## src/sv/mtq_pkg.sv

```systemverilog
// Shared types and codes for the max-tracking FIFO.
package mtq_pkg;

    // item kinds on the input tuser
    localparam logic KIND_PUSH = 1'b0;
    localparam logic KIND_POP  = 1'b1;

    // error codes in the result item
    localparam logic [1:0] ERR_NONE  = 2'd0;
    localparam logic [1:0] ERR_FULL  = 2'd1;
    localparam logic [1:0] ERR_EMPTY = 2'd2;

    localparam int COUNT_W = 5;

    // per-cell control from the top level
    typedef struct packed {
        logic push;   // accepted push, queue not full
        logic pop;    // accepted pop, queue not empty
        logic held;   // cell holds an entry before this item
        logic load;   // cell is the new tail on this push
    } mtq_ctrl_t;

endpackage

```

## src/sv/mtq_cell.sv

```systemverilog
// One queue cell: an entry value and the maximum of it and all later entries.
module mtq_cell
    import mtq_pkg::*;
#(
    parameter int DATA_WIDTH = 32
)
(
    input  logic                  clk,
    input  mtq_ctrl_t             ctrl,
    input  logic [DATA_WIDTH-1:0] push_value,
    input  logic [DATA_WIDTH-1:0] nbr_value,   // from the cell behind
    input  logic [DATA_WIDTH-1:0] nbr_max,
    output logic [DATA_WIDTH-1:0] value,
    output logic [DATA_WIDTH-1:0] max
);

    logic [DATA_WIDTH-1:0] value_reg, value_next;
    logic [DATA_WIDTH-1:0] max_reg, max_next;
    logic                  raise;

    assign raise = $signed(push_value) > $signed(max_reg);

    always_comb
    begin
        value_next = value_reg;
        max_next   = max_reg;
        if (ctrl.pop)
        begin
            // whole row moves one place toward the head
            value_next = nbr_value;
            max_next   = nbr_max;
        end
        else if (ctrl.push)
        begin
            if (ctrl.load)
            begin
                value_next = push_value;
                max_next   = push_value;
            end
            else if (ctrl.held && raise)
            begin
                max_next = push_value;
            end
        end
    end

    always_ff @(posedge clk)
    begin
        value_reg <= value_next;
        max_reg   <= max_next;
    end

    assign value = value_reg;
    assign max   = max_reg;

endmodule

```

## src/sv/max_tracking_fifo.sv

```systemverilog
// Top level of the max-tracking FIFO: control, cell row and result port.
//
// A FIFO of DEPTH signed DATA_WIDTH-bit values that also reports the largest
// value held. Input items (tuser = kind: 0 push, 1 pop; tdata = value) are
// taken one per clock unless the result port stalls; each produces exactly one
// result item in the next cycle with the front value, the queue maximum, the
// entry count, an empty flag and an error code (1 push refused because full,
// 2 pop refused because empty; a refused item leaves the queue as it was).
// The storage is a row of DEPTH identical cells with the head always in cell
// 0: a push writes the cell at position count and every held cell raises its
// suffix maximum to the new value if that is larger, in the same cycle; a pop
// shifts the whole row one cell toward the head. Throughput is one item per
// cycle, set by the parallel update of the cell row. The result is taken
// straight from the registers of cell 0 and the count, so a new item is
// accepted whenever the pending result is taken in the same cycle or none is
// pending. Entries of an empty queue read as 0; the count field is the low 5
// bits of the internal count.
module max_tracking_fifo
    import mtq_pkg::*;
#(
    parameter int DEPTH      = 16,
    parameter int DATA_WIDTH = 32
)
(
    input  logic                                   clk,
    input  logic                                   rst_n,
    input  logic                                   s_tvalid,
    output logic                                   s_tready,
    // tdata: value (DATA_WIDTH, signed), zero padded to whole bytes
    input  logic [((DATA_WIDTH+7)/8)*8-1:0]        s_tdata,
    // tuser: kind (1 bit)
    input  logic                                   s_tuser,
    output logic                                   m_tvalid,
    input  logic                                   m_tready,
    // tdata: front_value (DATA_WIDTH), max_value (DATA_WIDTH), count (5),
    //        is_empty (1), error (2), zero padded to whole bytes
    output logic [((2*DATA_WIDTH+8+7)/8)*8-1:0]    m_tdata
);

    localparam int CNT_W = $clog2(DEPTH + 1);
    localparam int OUT_W = ((2*DATA_WIDTH+8+7)/8)*8;

    logic                  accept;
    logic                  is_push;
    logic                  full;
    logic                  empty;
    logic                  push_ok;
    logic                  pop_ok;
    logic [DATA_WIDTH-1:0] push_value;

    logic [CNT_W-1:0]      cnt_reg, cnt_next;
    logic [1:0]            err_reg, err_next;
    logic                  m_tvalid_reg, m_tvalid_next;

    mtq_ctrl_t             cell_ctrl [DEPTH];
    // one extra slot feeds the last cell on a pop
    logic [DATA_WIDTH-1:0] cell_value [DEPTH+1];
    logic [DATA_WIDTH-1:0] cell_max   [DEPTH+1];

    logic [DATA_WIDTH-1:0] front_value;
    logic [DATA_WIDTH-1:0] max_value;
    logic                  is_empty;

    assign s_tready   = !m_tvalid_reg || m_tready;
    assign accept     = s_tvalid && s_tready;
    assign is_push    = (s_tuser == KIND_PUSH);
    assign push_value = s_tdata[DATA_WIDTH-1:0];
    assign full       = (cnt_reg == CNT_W'(DEPTH));
    assign empty      = (cnt_reg == '0);
    assign push_ok    = accept && is_push && !full;
    assign pop_ok     = accept && !is_push && !empty;

    always_comb
    begin
        cnt_next = cnt_reg;
        err_next = err_reg;
        if (accept)
        begin
            err_next = ERR_NONE;
            if (is_push)
            begin
                if (full)
                    err_next = ERR_FULL;
                else
                    cnt_next = cnt_reg + CNT_W'(1);
            end
            else
            begin
                if (empty)
                    err_next = ERR_EMPTY;
                else
                    cnt_next = cnt_reg - CNT_W'(1);
            end
        end
    end

    always_comb
    begin
        m_tvalid_next = m_tvalid_reg;
        if (accept)
            m_tvalid_next = 1'b1;
        else if (m_tready)
            m_tvalid_next = 1'b0;
    end

    always_ff @(posedge clk or negedge rst_n)
    begin
        if (!rst_n)
        begin
            cnt_reg      <= '0;
            err_reg      <= ERR_NONE;
            m_tvalid_reg <= 1'b0;
        end
        else
        begin
            cnt_reg      <= cnt_next;
            err_reg      <= err_next;
            m_tvalid_reg <= m_tvalid_next;
        end
    end

    // cell row, head in cell 0
    assign cell_value[DEPTH] = '0;
    assign cell_max[DEPTH]   = '0;

    for (genvar i = 0; i < DEPTH; i++)
    begin : g_cell
        assign cell_ctrl[i].push = push_ok;
        assign cell_ctrl[i].pop  = pop_ok;
        assign cell_ctrl[i].held = (cnt_reg > CNT_W'(i));
        assign cell_ctrl[i].load = (cnt_reg == CNT_W'(i));

        mtq_cell #(
            .DATA_WIDTH (DATA_WIDTH)
        ) u_cell (
            .clk        (clk),
            .ctrl       (cell_ctrl[i]),
            .push_value (push_value),
            .nbr_value  (cell_value[i+1]),
            .nbr_max    (cell_max[i+1]),
            .value      (cell_value[i]),
            .max        (cell_max[i])
        );
    end

    // result from the state left by the last item
    assign is_empty    = (cnt_reg == '0);
    assign front_value = is_empty ? '0 : cell_value[0];
    assign max_value   = is_empty ? '0 : cell_max[0];

    assign m_tvalid = m_tvalid_reg;
    assign m_tdata  = OUT_W'({err_reg, is_empty, COUNT_W'(cnt_reg), max_value, front_value});

    // count never exceeds the number of cells
    assert property (@(posedge clk) disable iff (!rst_n)
        cnt_reg <= CNT_W'(DEPTH))
        else $error("entry count above depth");

    // a refused item leaves the count alone
    assert property (@(posedge clk) disable iff (!rst_n)
        accept && ((is_push && full) || (!is_push && empty)) |=> $stable(cnt_reg))
        else $error("refused item changed the count");

    // the head's suffix maximum bounds the front value
    assert property (@(posedge clk) disable iff (!rst_n)
        m_tvalid_reg && !is_empty |-> $signed(cell_max[0]) >= $signed(cell_value[0]))
        else $error("queue maximum below front value");

endmodule
```

## config.mk

```make
export PLATFORM = sky130hd
export DESIGN_NAME = max_tracking_fifo
export DESIGN_NICKNAME = d
export VERILOG_FILES = /design/src/sv/mtq_pkg.sv /design/src/sv/mtq_cell.sv /design/src/sv/max_tracking_fifo.sv
export SDC_FILE = /design/constraint.sdc
export NUM_CORES = 2
export LEC_CHECK = 0
export BUFFER_PORTS_ARGS = -buffer_cell sky130_fd_sc_hd__buf_2
export CORE_UTILIZATION = 68
export DETAILED_ROUTE_END_ITERATION = 10
export PLACE_DENSITY = 0.83
export SYNTH_ARGS = -nofsm -noshare
export SYNTH_HDL_FRONTEND = slang
export SYNTH_SLANG_ARGS = --single-unit
export TNS_END_PERCENT = 30
```

## constraint.sdc

```tcl
create_clock -name clk -period 15.65 [get_ports clk]
set_clock_uncertainty 0.2 [all_clocks]
set_input_delay 1.565 -clock clk [delete_from_list [all_inputs] [get_ports clk]]
set_output_delay 1.565 -clock clk [all_outputs]
set_load 0.02 [all_outputs]
```

# After elaboration in Yosys (flattened, before gate mapping)
# Index checks and enable logic that the tools add are counted.
# Widths: inputs -> output; s select.
# totals
ff_bits,1032
input_bits,37
elab_cells,297
# classes
add_sub_neg,2
order_cmp,32
eq_ne,18
muxes,117
n_bitwise,1
n_reduce_logical,92
# op_table
operator,n
$mux 32,109
$gt 32x32->1,16
$reduce_and 2->1,32
$reduce_bool 3->1,15
$eq 5x4->1 const B,8
$gt 5x4->1 const B,8
$reduce_bool 2->1,18
$logic_and 1x1->1,21
$eq 5x3->1 const B,4
$gt 5x3->1 const B,4
$mux 5,3
$eq 5x2->1 const B,2
$gt 5x1->1 const B,2
$gt 5x2->1 const B,2
$add 5x1->5 const B,1
$eq 5x1->1 const B,1
$eq 5x5->1 const B,1
$logic_not 5->1,1
$sub 5x1->5 const B,1
$mux 2,2
$ne 2x2->1 const B,2
$logic_not 1->1,3
$mux 1,3
$reduce_and 3->1,1
2 further kinds,2

# Depth between registers and ports, before layout
# depth
depth_word,7
ltp_mapped,12
depth_no_buf,10

# By module
# A second synthesis with hierarchy kept.
# unflattened
hier_cells,5897
area_unflattened_um2,57451.4
# by_module_without_submodules
module,n_inst,cells_per_inst,area_per_inst_um2
mtq_cell,16,357,3508.4
max_tracking_fifo,1,185,1317.5

# Worst setup path before layout
# Ideal clock, no wire load.
# synth_path
path_kind,input-to-reg
from,input port m_tready
to,register g_cell[4].u_cell.max_reg[0] (enable)
arrival_ns,5.979
t_required_ns,15.025
setup_slack_ns,9.046
path_stages,7
path_buffers,1
path_cell_list,nand2b_1 > and4_1 > buf_4 > nand3_1 > o21ai_0 > o21ba_1 > o21ai_1
# synth_between
elab_chain_cells,6
# synth_lines
element,line,source
start: declaration,max_tracking_fifo.sv:34,"input logic m_tready,"
$logic_or 1x1->1 *,max_tracking_fifo.sv:64,assign s_tready = !m_tvalid_reg || m_tready;
$logic_and 1x1->1 *,max_tracking_fifo.sv:65,assign accept = s_tvalid && s_tready;
"$logic_and 1x1->1, on equally long branches (2 in series)","max_tracking_fifo.sv:71, max_tracking_fifo.sv:70",
$reduce_bool 3->1 (no source line) / $reduce_bool 2->1 (equally long branches),n/a,
$reduce_and 2->1 (no source line) *,n/a,
end signal: assignment,mtq_cell.sv:50,max_reg <= max_next;
end: declaration,mtq_cell.sv:18,"logic [DATA_WIDTH-1:0] max_reg, max_next;"
# Every way passes the cells marked *; elsewhere a longest branch is shown, timed or not.
# A chain may end at the register's enable or synchronous reset.

# Worst setup path in the final report
# layout_path
from,register cnt_reg[1]
to,register g_cell[14].u_cell.max_reg[20] (data pin)
# layout_between
elab_chain_cells,4
# layout_lines
element,line,source
start: declaration,max_tracking_fifo.sv:51,"logic [CNT_W-1:0] cnt_reg, cnt_next;"
start signal: assignment,max_tracking_fifo.sv:116,cnt_reg <= cnt_next;
$eq 5x4->1 / $logic_not 5->1 (equally long branches),"max_tracking_fifo.sv:131, max_tracking_fifo.sv:69",
$mux 32 / $logic_not 1->1 (equally long branches),"mtq_cell.sv:35, max_tracking_fifo.sv:71",
$mux 32 / $logic_and 1x1->1 (equally long branches),"mtq_cell.sv:33, max_tracking_fifo.sv:71",
$mux 32 *,mtq_cell.sv:27,if (ctrl.pop)
net g_cell[14].u_cell.max_next[20],mtq_cell.sv:18,
end signal: assignment,mtq_cell.sv:50,
end: declaration,mtq_cell.sv:18,
# Mark *: on every way through the listed nets, which the timed path passes. The rest lies on a longest branch. The select of a mux whose other input is x is not followed.

==> reports/metrics.csv <==
stage;metric;value;unit
clock_network;Sink Count;1032;
timing;RSZ-0062 raised after global routing;no;
global_routing;gr usage total;32.0;%
worst_setup_path;CP arrival;5690;ps
worst_setup_path;cell family with most CP delay;buffers and inverters;
route;Initial DRT Pass Iterations;6;
floorplan;die height;283;um
global_routing;total gr overflow;0;
logic_synthesis;sequential fraction of the synthesis area;56.4;%
route;DR iter-0 viols;3552;
status;outcome;completed;
placement;IO buf count;110;
route;routed vias/inst;6.39;
worst_setup_path;CP max FO;190;
power;Power Total;7.89;mW
logic_synthesis;Yosys warnings;0;
worst_setup_path;Slowest-stage cell, CP;buf_4;
placement;HPWL after DPL;85.1;mm
worst_setup_path;Crit. Startpoint;cnt_reg[1];
logic_synthesis;syn_area_per_cell;12.0;sq um
final_layout;Layout Area Growth over Synthesis;9.47;%
route;DRT antenna net count;0;
timing;min Tclk post-route;5350;ps
global_routing;largest net degree at the start of global routing;191;
final_layout;post-route cell area;0.0589;sq mm
route;wire per inst;22.7;um
final_layout;most frequent cells in the layout;a21o_1 (1,071), edfxtp_1 (960), inv_1 (520);
worst_setup_path;Top cell by count, worst path;buf_4;
timing;Worst slew margin;9.19;%
power;PwrDens;134;mW/mm^2
clock_network;Root Buffer;clkbuf_16;
final_layout;Non-Filler Instances;5659;
floorplan;Ports;111;
logic_synthesis;synthesized flop and latch total;1032;
clock_network;CTS tree;yes;
timing;final setup vio count;0;
clock_network;CTS resizes;0;
logic_synthesis;EDFF count, synth;960;
worst_setup_path;CP bufs+invs;5;
worst_setup_path;CP Capture Type;flop;
clock_network;CTS H-tree depth;3;
placement;area post-placement;0.0556;sq mm
logic_synthesis;Netlist cell types;71;
final_layout;nets@finish;5082;
logic_synthesis;Top FF cell, synth;edfxtp_1;
timing;Max Clk Rate;0.187;GHz
worst_hold_path;class of the worst hold path;flop to flop;
floorplan;initial core utilization;69.1;%
route;Post-Route WL;129;mm
worst_setup_path;CP Cell Sequence;inv_1 > ha_1 > nor4b_4 > nor4b_4 > buf_12 > buf_4 > buf_4 > buf_4 > a21o_1;
floorplan;core area;0.0778;sq mm
worst_setup_path;Worst R2R Path Depth;9;
logic_synthesis;largest area contributor in the netlist;edfxtp_1;
timing;Hold Violations, Final;0;
worst_setup_path;r2r startpoint;cnt_reg[1];
floorplan;total die area;0.0802;sq mm
worst_setup_path;CP peak stage delay;920;ps
logic_synthesis;syn nets;5029;
job;max_cap viols;0;
clock_network;hold_buf cts;0;
floorplan;# rows;102;
worst_setup_path;RR Endpoint;g_cell[14].u_cell.max[20];
global_routing;global-route wire length before repair;199;mm
worst_setup_path;Worst setup SP type;flop;
logic_synthesis;ranking of synthesized cells by area;edfxtp_1 (54%), a21o_1 (15%), ha_1 (12%);
global_routing;vias in the first global route;35900;
placement;# placed instances;5462;
clock_network;CTS max path bufs;3;
worst_setup_path;Data required, critical path;15990;ps
clock_network;postcts setup bufs;0;
final_layout;most common cell after layout, fill and taps aside;a21o_1;
timing;worst-margin pin slew;1360;ps
timing;setup_tns;0;ps
final_layout;final core utilization;75.6;%
worst_setup_path;WS Path Type;flop to flop;
global_routing;initial antenna violation count;1;
timing;fin. max-slew vios;0;
power;leak pwr;28.4;nW
worst_hold_path;hold_sp;g_cell[15].u_cell.value[2];
worst_setup_path;Setup crit end;g_cell[14].u_cell.max[20];
clock_network;latest clock arrival within the worst-skew pair;690;ps
final_layout;share of layout cells above drive strength 1;8.77;%
route;DR vias;36200;
route;# DRC;0;
timing;fin crit share;34.2;%
logic_synthesis;share of the synthesized area in the top cell type;53.6;%
floorplan;die width;283;um
clock_network;Clk pin slew, worst setup/hold paths;60;ps
power;Worst VDD drop;86.3;uV
placement;GPL Wtd Cong;0.915;
worst_setup_path;Worst path depth;9;
worst_setup_path;R2R setup slack;10300;ps
logic_synthesis;cell count after synthesis;4475;
logic_synthesis;ys async rst share;0.775;%
clock_network;CTS buffer count;104;
logic_synthesis;Syn Std Cell Area;0.0538;sq mm
worst_hold_path;Hold Path Stages;2;
## worst min path at each step
stage                             endpoint  slack [ps]
2_1_floorplan   g_cell[15].u_cell.value[0]         240
3_3_place_gp   g_cell[15].u_cell.value[15]         240
3_5_place_dp    g_cell[15].u_cell.value[2]         250
4_1_cts        g_cell[15].u_cell.value[31]         260
5_1_grt        g_cell[15].u_cell.value[25]         280
6_report        g_cell[15].u_cell.value[2]         250
## cell type report
cell class,instances,area [sq um]
Antenna cell,2,5.00
Clock buffer,151,2850
Clock inverter,44,427
Fill cell,4801,19000
Inverter,521,1960
Multi-Input combinational cell,2673,20800
Sequential cell,1032,30300
Tap cell,1040,1300
Timing Repair Buffer,196,1220
## power by group
part / internal [mW] / total [mW] / switching (mW)
clock network: 1.35 / 2.40 / 1.05
logic: 0.630 / 1.72 / 1.09
registers: 3.55 / 3.76 / 0.212
total: 5.53 / 7.89 / 2.35
## routing by layer
layer | global-route usage (%) | part of all wire, % | vias up
met3 | 4.00 | 8.3 | 272
met4 | 13.6 | 3.9 | 0
met5 | 0 | 0 | -
met2 | 51.9 | 47 | 1663
li1 | - | - | 16500
met1 | 43.9 | 41 | 17800
## synth_stat cells, types with 16 or more instances
cell	n
nand4_1	101
dfxtp_1	64
a211oi_1	21
o31ai_1	16
nand2_1	145
inv_1	520
o21a_1	19
nor3_1	43
nor2b_1	95
nor2_1	112
clkbuf_1	221
o21ai_0	108
ha_1	517
a21oi_1	185
o211ai_1	18
edfxtp_1	960
nand3_1	61
a21o_1	1071
## metrics by stage
step	hold WS, ps	setup slack [ps]
floorplan	237	9050
global placement	243	9860
detailed placement	249	9780
CTS	257	10430
global route	281	9990
finish	255	10300
## worst min-delay path: stages (launching register included)
cell and delay (ps):
dfxtp_1 310, nand2_1 50, a21oi_1 50
## kinds of logic (layout without fill, tap and decap cells)
logic type | Yosys count | after routing | synth area share [%]
AOI/OAI and AO/OA | 1516 | 1516 | 19.9
buffers and inverters | 770 | 912 | 5.45
DFF | 1032 | 1032 | 56.4
xor gates and xnor gates | 8 | 8 | 0.130
muxes | 9 | 9 | 0.184
adders and majority gates | 517 | 517 | 12.0
and+or+nand+nor | 623 | 623 | 5.95
other | 0 | 2 | 0
Power figures use the tool's default switching activity.
